--- config.mk ---
export PLATFORM = sky130hd
export DESIGN_NAME = ial_cell
export DESIGN_NICKNAME = d
export VERILOG_FILES = /design/src/rtl/assert_macros.svh /design/src/rtl/ial_pkg.sv /design/src/rtl/ial_cell.sv
export SDC_FILE = /design/constraint.sdc
export NUM_CORES = 1
export LEC_CHECK = 0
export BUFFER_PORTS_ARGS = -buffer_cell sky130_fd_sc_hd__buf_2
export CORE_MARGIN = 8
export CORE_UTILIZATION = 30
export CTS_CLUSTER_SIZE = 30
export DETAILED_ROUTE_END_ITERATION = 8
export PLACE_DENSITY = 0.75
export SYNTH_ARGS = -nofsm -noshare
export SYNTH_HDL_FRONTEND = slang
export SYNTH_SLANG_ARGS = --single-unit
export TNS_END_PERCENT = 100
--- constraint.sdc ---
create_clock -name clk -period 4.45 [get_ports clk]
set_input_delay 0.6675 -clock clk [delete_from_list [all_inputs] [get_ports clk]]
set_output_delay 0.6675 -clock clk [all_outputs]
set_load 0.02 [all_outputs]
--- src/rtl/assert_macros.svh ---
// Assertion helpers, sampled on the rising edge of clk, off while rst_n is low.
`ifndef ASSERT_MACROS_SVH
`define ASSERT_MACROS_SVH

// Property must hold at every sampled edge.
`define ASSERT_CLK(lbl, prop, msg) \
    lbl: assert property (@(posedge clk) disable iff (!rst_n) (prop)) else $error(msg);

// Expression must never be true at a sampled edge.
`define ASSERT_NEVER(lbl, expr, msg) \
    lbl: assert property (@(posedge clk) disable iff (!rst_n) !(expr)) else $error(msg);

`endif

--- src/rtl/ial_pkg.sv ---
`timescale 1ns / 1ps

package ial_pkg;

    localparam logic [2:0] MODE_APPEND  = 3'd0;
    localparam logic [2:0] MODE_INSERT  = 3'd1;
    localparam logic [2:0] MODE_GET     = 3'd2;
    localparam logic [2:0] MODE_REMOVE  = 3'd3;
    localparam logic [2:0] MODE_REPLACE = 3'd4;

    localparam logic [1:0] ST_OK    = 2'd0;
    localparam logic [1:0] ST_RANGE = 2'd1;
    localparam logic [1:0] ST_FULL  = 2'd2;

    typedef enum logic [1:0] {
        ACT_HOLD,
        ACT_LOAD,
        ACT_INSERT,
        ACT_REMOVE
    } cell_act_t;

    typedef struct packed {
        cell_act_t act;
        logic      read_en;
    } cell_cmd_t;

endpackage

--- src/rtl/ial_cell.sv ---
`timescale 1ns / 1ps

module ial_cell #(
    parameter int IDX    = 0,
    parameter int IW     = 6,
    parameter int DATA_W = 32
) (
    input  logic              clk,
    input  ial_pkg::cell_cmd_t cmd,
    input  logic [IW-1:0]     target,
    input  logic [DATA_W-1:0] word,
    input  logic [DATA_W-1:0] left_data,
    input  logic [DATA_W-1:0] right_data,
    output logic [DATA_W-1:0] data,
    output logic [DATA_W-1:0] rd_data
);
    import ial_pkg::*;

    localparam logic [IW-1:0] MY_IDX = IW'(IDX);

    logic [DATA_W-1:0] data_reg;
    logic [DATA_W-1:0] data_next;
    logic              hit;
    logic              above;

    assign hit   = (MY_IDX == target);
    assign above = (MY_IDX > target);

    always_comb
    begin
        data_next = data_reg;
        unique case (cmd.act)
            ACT_LOAD:
            begin
                if (hit)
                begin
                    data_next = word;
                end
            end
            ACT_INSERT:
            begin
                if (hit)
                begin
                    data_next = word;
                end
                else if (above)
                begin
                    data_next = left_data;
                end
            end
            ACT_REMOVE:
            begin
                if (hit || above)
                begin
                    data_next = right_data;
                end
            end
            default:
            begin
                data_next = data_reg;
            end
        endcase
    end

    always_ff @(posedge clk)
    begin
        data_reg <= data_next;
    end

    assign data    = data_reg;
    assign rd_data = (cmd.read_en && hit) ? data_reg : '0;

endmodule

* Yosys cells after proc, flatten, opt, wreduce, memory -nomap -nowiden
Index checks and enable logic that the tools add are counted.
** Word-level totals
- Register bits after elaboration :: 32
- Input port bits :: 106
- Logic and storage cells :: 19
** Operators by class
- $lt $le $gt $ge :: 1
- Equal/unequal tests :: 6
- Muxes and demuxes :: 6
- Reductions and logical operators :: 5
** Operators by type and width (number)
- 32-bit 2-to-1 mux :: 5
- 32-bit case mux with 3 select lines :: 1
- 1-bit by 6-bit > comparator with 1-bit output (first input constant) :: 1
- 6-bit logical NOT :: 1
- 2-bit equality test (second input constant) :: 2
- 2-bit inequality test (second input constant) :: 2
- 4-bit AND reduction :: 1
- 3-bit inequality test (second input constant) :: 1
- 3-bit nonzero test :: 1
- 2-bit by 1-bit equality test with 1-bit output (second input constant) :: 1
- 1-bit logical AND :: 1
- 1-bit logical OR :: 1

* Depth between registers and ports, before layout
Gate-level depths: netlist of the first run.
- Depth after elaboration :: 4
- Depth in mapped cells :: 7
- Gate-level depth less buffers :: 5

* Worst setup path after synthesis of the first run
Ideal clock, no wire load.
- Kind :: input port to flip-flop
- Start :: input target[0]
- End :: register data_reg[0], in the netlist data[0], enable pin
- Setup time :: 0.437 ns
- Data arrival time :: 3.267 ns
- Slack :: 0.747 ns
- Stages :: 4
- Cell sequence :: or4_4 > nor3_2 > clkbuf_2 > a2bb2oi_1
** Between the ends
- Word-level cells in the longest chain between the ends :: 4
- Elaborated cells on any way between the ends :: 7
** RTL lines
- from (decl) :: RTL line ial_cell.sv:10 : input logic [IW-1:0] target,
- 1-bit by 6-bit > comparator with 1-bit output or 6-bit logical NOT (tied branches) :: RTL line ial_cell.sv:27, ial_cell.sv:26
- 1-bit logical OR :: RTL line ial_cell.sv:53 : if (hit || above)
- 2-bit inequality test (no line)
- 4-bit AND reduction (no line) *
- to (signal assigned) :: RTL line ial_cell.sv:67 : data_reg <= data_next;
- to (decl) :: RTL line ial_cell.sv:21 : logic [DATA_W-1:0] data_reg;
Mark *: on every way between the ends. The rest lies on a longest branch, timed or not.
A chain may end at the register's enable or synchronous reset.

* Worst setup path after layout of the first run
- Start :: input target[0]
- End :: output rd_data[23]
** Between the ends
- Word-level cells in the longest chain between the ends :: 3
** RTL lines
- 6-bit logical NOT :: RTL line ial_cell.sv:26 : assign hit = (MY_IDX == target);
- 1-bit logical AND :: RTL line ial_cell.sv:71 : assign rd_data = (cmd.read_en && hit) ? data_reg : '0;
- 32-bit 2-to-1 mux :: RTL line ial_cell.sv:71
- to (decl) :: RTL line ial_cell.sv:15 : output logic [DATA_W-1:0] rd_data
No other way between the ends.

==> reports/metrics.yaml, run 1 <==
global_route:
  grt_max_degree: 66
  grt_pass1_wl_um: 11700
  gr-total-overflow: 0
  grt_usage: 0.146
  antenna_found_initial: 0
  grt_pass1_vias: 2395
synthesis:
  yosys-top-cells-area: "edfxtp_1 (47%), o221ai_1 (13%), nand2_1 (12%), and3_1 (9.7%), inv_1 (6.4%)"
  synth-seq-cells: 32
  ys_seq_area_frac: 0.468
  synth-async-reset-ratio: 0
  syn_nets: 334
  ys_types: 18
  synth_area_um2: 2050
  yosysTopAreaCellShare: 0.468
  synth_cells: 225
  avgSynthCellArea_um2: 9.13
  synth_ff_type: "edfxtp_1"
  synth_warnings: 0
  synth_edf_count: 32
  synth_area_leader_cell: "edfxtp_1"
floorplan:
  die_h_um: 98.8
  dieArea_um2: 9750
  row_count: 30
  die_w_um: 98.8
  start_util: 0.306
  core_um2: 6720
  ios: 170
sta:
  period_share: 0.698
  max_freq_mhz: 322
  setup_viol: 0
  worstMarginPinSlew_ps: 976
  rsz0062_at_grt: "false"
  whs_ps: 673
  setup_ws_ps: 1340
  min_period_ps: 3110
  slew_headroom: 0.347
  slew_violations: 0
  hold_viol_final: 0
  tns_ps: 0
finish:
  finalNetCount: 492
  stdcell_area_um2: 2990
  largest_register_ffs: 32
  syn_to_final_growth_pct: 45.3
  stdcell_count: 463
  drive_above_1_share: 0.478
  n_antenna_cell: 0
  post-route-util: 0.444
critical_path:
  required_ps: 3780
  crit_path_end_kind: "output port"
  critPathMaxFanout: 65
  crit_arrival_ps: 2440
  critical_path_class: "in -> out"
  cp-start-kind: "primary input"
run_status:
  status: "complete, no violations"
routing:
  met3_wirelength_um: 630
  drtIter0Drc: 81
  drt-pass1-iter-count: 4
  via_per_inst: 4.82
  vias: 2230
  top_layer: "met4"
  wl_met2_um: 3760
  drc: 0
  ant_nets: 0
  drt-met1-wl_um: 2990
  drt_wl_total_um: 7470
  routedWlPerCell_um: 16.1
min_path:
  hp-class: "in -> reg"
clocking:
  cts_resized: 0
  clk_pin_slew_ps: 60
  cts_tree: "built"
  cts.sinks: 32
  cts-root-buf: "clkbuf_8"
  post_cts_buffers: 0
  cts_made_buffers: 5
  htreeDepth: 2
  cts-hold-fix-buffers: 0
  clock_path_buffers: 2
power:
  vdd_drop_max_uv: 125
  p_per_area_nw_per_um2: 276
  leakage_nw: 1.63
  power_mw: 0.824
placed_design:
  io_buffers: 169
  dp_worst_setup_slack_ps: 1240
  gp_congestion: 0.763
  placed_area_um2: 2910
  dp_hpwl_um: 5710
  placed_cells: 456
job:
  cap_violations: 0
[Yosys cell counts, types with 2 or more instances]
library cell and count:
o221ai_1 30, nand2_1 64, edfxtp_1 32, ha_1 3, inv_1 35, o221ai_2 2
buf_4 3, and3_1 32, clkbuf_1 10, buf_6 6
[worst paths after layout]
path	from	end	slack [ps]	cells after the start
setup / recovery	target[0]	rd_data[23]	1340	6
hold / removal	right_data[21]	data[21]	670	3
[power by group]
part           total, mW  internal (mW)  leakage, nW  switching (mW)
registers          0.402          0.384        0.297          0.0185
clock network      0.198          0.103       0.0391          0.0954
logic              0.223         0.0877         1.29           0.135
[cells in the final DEF, fill, tap and decap left out, types with 2 or more instances in the layout]
cell      synthesis  final
buf_2             1    169
nand2_1          64     64
inv_1            35     35
and3_1           32     32
edfxtp_1         32     32
o221ai_1         30     30
clkbuf_8          0      5
ha_1              3      3
buf_4             3      3
o221ai_2          2      2
clkinv_1          0      2
[per-layer routing]
| metal | GRT usage | up-vias |
|---|---|---|
| met1 | 0.159 | 1004 |
| li1 | - | 1106 |
| met2 | 0.258 | 112 |
| met5 | 0 | - |
| met4 | 0.0496 | 0 |
| met3 | 0.0507 | 8 |
[critical path, stage by stage]
cell    delay [ps]
buf_2          100
or4_4          550
nor3_4         130
buf_4          520
and3_1         260
buf_2          170
[final cells by class]
class                           count  area, um^2
Tap cell                           80         100
Fill cell                         656        3730
Clock buffer                        5        68.8
Multi-Input combinational cell    137         848
Timing Repair Buffer              172         868
Inverter                           35         131
Sequential cell                    32         961
Clock inverter                      2        7.51
[kinds of logic after synthesis]
family          count (synthesis)  share of synthesized area
flops                          32                      0.468
compound gates                 34                      0.152
buf+inv                        56                      0.131
simple gates                  100                      0.231
fa+ha+maj                       3                     0.0183
Note: power is estimated with default switching activity, not from simulation.
==> inputs of run 2 (changes only) <==
- ABC_AREA: default -> 1
- PLACE_DENSITY: 0.75 -> 0.71
- clock period: 4.45 -> 3.05 ns (I/O delays scaled with it)
==> reports/metrics.yaml, run 2 <==
clocking:
  post_cts_buffers: 0  # unchanged
  cts-hold-fix-buffers: 0  # unchanged
  clk_pin_slew_ps: 60  # about the same
  htreeDepth: 2  # unchanged
  cts_resized: 0  # unchanged
  cts-root-buf: "clkbuf_8"
  clock_path_buffers: 2  # unchanged
  cts_made_buffers: 5  # unchanged
  cts_tree: "built"
  cts.sinks: 32  # unchanged
finish:
  drive_above_1_share: 0.365  # -0.112
  post-route-util: 0.432  # -0.0126
  fillCellCount: 861  # +31%
  n_antenna_cell: 0  # unchanged
  final_cell_mix: "buf_2 (169), inv_1 (100), nand2_1 (65)"
  syn_to_final_growth_pct: 39.8
  largest_register_ffs: 32  # unchanged
  final_common_cell: "buf_2"
  finalNetCount: 629  # +28%
routing:
  drt_wl_total_um: 8990  # +20%
  via_per_inst: 4.58  # -5.0%
  drt-pass1-iter-count: 5  # +1
  routedWlPerCell_um: 14.4  # -11%
  drc: 0  # unchanged
  vias: 2860  # +28%
  ant_nets: 0  # unchanged
  drtIter0Drc: 144  # +78%
floorplan:
  start_util: 0.309  # +0.00307
  die_w_um: 108  # +9.1%
  die_h_um: 108  # +9.1%
  dieArea_um2: 11600  # +19%
  core_um2: 8180  # +22%
  ios: 170  # unchanged
  row_count: 33  # +10%
global_route:
  grt_max_degree: 34  # -48%
  grt_usage: 0.147  # +0.000316
  antenna_found_initial: 0  # unchanged
  gr-total-overflow: 0  # unchanged
  use_met1: 0.165  # +0.00558
  met2_usage: 0.266  # +0.00799
  grt-busiest-layer: "met2"
  grtUsageMet3: 0.0359  # -0.0148
  grt_pass1_vias: 2920  # +22%
  grt_pass1_wl_um: 13800  # +18%
sta:
  hold_viol_final: 0  # unchanged
  min_period_ps: 2120
  slew_violations: 0  # unchanged
  worstMarginPinSlew_ps: 443  # -533 ps
  rsz0062_at_grt: "false"
  tns_ps: 0  # unchanged
  setup_ws_ps: 927  # -417 ps
  whs_ps: 487  # -186 ps
  period_share: 0.696
  setup_viol: 0  # unchanged
  slew_headroom: 0.704  # +0.357
  max_freq_mhz: 471
synthesis:
  ys_seq_area_frac: 0.381  # -0.0871
  synth_area_um2: 2520  # +23%
  avgSynthCellArea_um2: 6.99  # -23%
  syn_nets: 470  # +41%
  yosysTopAreaCellShare: 0.381  # -0.0871
  yosysMostFrequentCell: "inv_1"
  ys_types: 14  # -4
  synth_edf_count: 32  # unchanged
  synth_ff_type: "edfxtp_1"
  synth_warnings: 0  # unchanged
  synth_cells: 361  # +60%
  synth.top_cells.by_count: "inv_1 (100), nand2_1 (65), a22oi_1 (33), nand4_1 (33)"
  synth-seq-cells: 32  # unchanged
  yosys-top-cells-area: "edfxtp_1 (38%), inv_1 (15%), a22oi_1 (9.8%), nand2_1 (9.7%), nand4_1 (8.2%)"
  synth_area_leader_cell: "edfxtp_1"
  synth-async-reset-ratio: 0  # unchanged
power:
  power_mw: 1.29  # +56%
  leakage_nw: 2.14  # +32%
  vdd_drop_max_uv: 175  # +40%
  p_per_area_nw_per_um2: 365  # +32%
placed_design:
  dp_worst_setup_slack_ps: 860  # -383 ps
  dp_hpwl_um: 6950  # +22%
  io_buffers: 169  # unchanged
  gp_congestion: 0.778  # +2.0%
critical_path:
  setup.worst_path.end: "rd_data[7]"
  critPathMaxFanout: 32  # -51%
  critical_path_class: "in -> out"
  cp-start-kind: "primary input"
  required_ps: 2590  # -1190 ps
  crit_arrival_ps: 1670  # -770 ps
  crit_path_end_kind: "output port"
  critPathLaunch: "target[2]"
job:
  cap_violations: 0  # unchanged
min_path:
  hp-class: "in -> reg"
run_status:
  status: "complete, no violations"
-- run 2: cell families after synthesis --
group,share of synthesized area
simple gates,0.309
buf+inv,0.197
compound gates,0.0981
flops,0.381
fa+ha+maj,0.0149
-- run 2: worst min-delay path by stage --
stage / startpoint / endpoint / depth (start not counted)
CTS: right_data[8] / data[8] / 3
detailed placement: right_data[8] / data[8] / 3
global route: right_data[4] / data[4] / 3
finish: right_data[3] / data[3] / 3
floorplan: word[0] / data[0] / 2
global placement: right_data[19] / data[19] / 3
-- run 2: power by group --
part / internal, mW / switching, mW
clock network: 0.155 / 0.145
logic: 0.147 / 0.248
registers: 0.560 / 0.0315
total: 0.862 / 0.425
-- run 2: per-stage QoR --
step,cells,cell area [um^2]
floorplan,361,2530
global placement,618,3450
detailed placement,618,3450
CTS,625,3530
global route,625,3530
finish,625,3530
-- run 2: area by class of cell --
type                            instances  area, um^2  share of cell area
Tap cell                              105         131              0.0372
Sequential cell                        32         961               0.272
Clock buffer                            6        72.6              0.0206
Inverter                              100         375               0.106
Clock inverter                          1        5.00             0.00142
Timing Repair Buffer                  178         913               0.259
Multi-Input combinational cell        203        1070               0.303
-- run 2: layer usage --
metal  part of all wire  vias to the layer above  routed length [um]
met1               0.39                     1261                3510
li1                   -                     1474                   -
met2               0.51                      117                4570
met5                  0                        -                   0
met4              0.013                        0                 114
met3              0.087                        8                 785
-- run 2: worst max-delay path, stage by stage --
cell and delay [ps]:
buf_2 110, nor2_4 370, nand4_1 140, buf_4 270
nor2_1 120, buf_2 170
==> inputs of run 3 (changes only) <==
- clock period: 3.05 -> 2 ns (I/O delays scaled with it)
==> reports/metrics.yaml, run 3 (synthesized netlist as in run 2, its figures left out) <==
routing:
  routedWlPerCell_um: 15.0  # +4.1%
  drc: 0  # unchanged
  vias: 2944  # +2.9%
  drt_wl_total_um: 9440  # +5.1%
  drtIter0Drc: 150  # +4.2%
  via_per_inst: 4.67  # +2.0%
  ant_nets: 0  # unchanged
  drt-pass1-iter-count: 5  # unchanged
finish:
  final_cell_mix: "buf_2 (169), inv_1 (99), nand2_1 (65)"
  stdcell_count: 631  # +0.96%
  largest_register_ffs: 32  # unchanged
  finalNetCount: 634  # +0.79%
  stdcell_area_um2: 3600  # +2.1%
  syn_to_final_growth_pct: 42.8
  post-route-util: 0.441  # +0.00918
  final_common_cell: "buf_2"
  n_antenna_cell: 0  # unchanged
  drive_above_1_share: 0.378  # +0.0129
placed_design:
  dp_hpwl_um: 7340  # +5.6%
  placed_area_um2: 3520  # +2.0%
  io_buffers: 169  # unchanged
  gp_congestion: 0.856  # +10%
  placed_cells: 623  # +0.81%
critical_path:
  cp-start-kind: "primary input"
  critical_path_class: "in -> out"
  crit_arrival_ps: 1230  # -440 ps
  crit_path_end_kind: "output port"
  critPathMaxFanout: 22  # -31%
  required_ps: 1700  # -890 ps
global_route:
  use_met1: 0.178  # +0.0131
  met2_usage: 0.280  # +0.0140
  grt_max_degree: 33  # -2.9%
  grt_pass1_vias: 3042  # +4.2%
  grt_usage: 0.156  # +0.00909
  grt-busiest-layer: "met2"
  gr-total-overflow: 0  # unchanged
  antenna_found_initial: 0  # unchanged
  grt_pass1_wl_um: 14600  # +5.3%
  grtUsageMet3: 0.0359  # unchanged
sta:
  rsz0062_at_grt: "false"
  slew_violations: 0  # unchanged
  whs_ps: 327  # -160 ps
  max_freq_mhz: 653
  period_share: 0.766
  worstMarginPinSlew_ps: 369  # -74.1 ps
  min_period_ps: 1530
  setup_viol: 0  # unchanged
  hold_viol_final: 0  # unchanged
  tns_ps: 0  # unchanged
  slew_headroom: 0.754  # +0.0501
clocking:
  cts.sinks: 32  # unchanged
  cts-hold-fix-buffers: 0  # unchanged
  cts-root-buf: "clkbuf_8"
  clk_pin_slew_ps: 70  # about the same
  cts_made_buffers: 5  # unchanged
  htreeDepth: 2  # unchanged
  cts_tree: "built"
  clock_path_buffers: 2  # unchanged
  post_cts_buffers: 0  # unchanged
  cts_resized: 0  # unchanged
power:
  leakage_nw: 2.17  # +1.4%
  p_per_area_nw_per_um2: 555  # +52%
  vdd_drop_max_uv: 214  # +22%
floorplan:
  die_h_um: 108  # unchanged
  core_um2: 8180  # unchanged
  dieArea_um2: 11600  # unchanged
  ios: 170  # unchanged
  row_count: 33  # unchanged
  die_w_um: 108  # unchanged
  start_util: 0.309  # unchanged
run_status:
  status: "complete, no violations"
min_path:
  hp-class: "in -> reg"
job:
  cap_violations: 0  # unchanged
## run 3: power by group
| part | switching (mW) | total [mW] | internal (mW) |
|---|---|---|---|
| clock | 0.239 | 0.475 | 0.236 |
| combinational | 0.388 | 0.624 | 0.237 |
| sequential | 0.0489 | 0.902 | 0.853 |
## run 3: per-stage QoR
stage / setup slack [ps] / power [mW]
2_1_floorplan: -133 / 1.26
3_3_place_gp: 368 / 1.53
3_5_place_dp: 333 / 1.55
4_1_cts: 434 / 2.03
5_1_grt: 355 / 2.12
6_report: 468 / 2.00
## run 3: path summary, 6_finish.rpt
check / startpoint / to / depth (start not counted)
worst min-delay path: word[5] / data[5] / 3
worst max-delay path: target[0] / rd_data[11] / 6
## run 3: layout make-up
| type | count | area, um^2 |
|---|---|---|
| clock buffers | 5 | 68.8 |
| clock inverters | 3 | 13.8 |
| fillers | 859 | 4570 |
| inverters | 100 | 378 |
| multi-input cells | 203 | 1100 |
| flip-flops and latches | 32 | 961 |
| well taps | 105 | 131 |
| repair buffers | 183 | 951 |
## run 3: per-layer routing
metal | share of wire | vias to the layer above
met5 | 0 | -
met4 | 0.011 | 0
met3 | 0.075 | 8
met2 | 0.51 | 127
met1 | 0.40 | 1321
li1 | - | 1488
## run 3: critical path, cell delays in order
cell and delay (ps):
buf_2 120, nor2_4 160, nand4_1 130, buf_4 240
nor2_1 110, buf_2 170
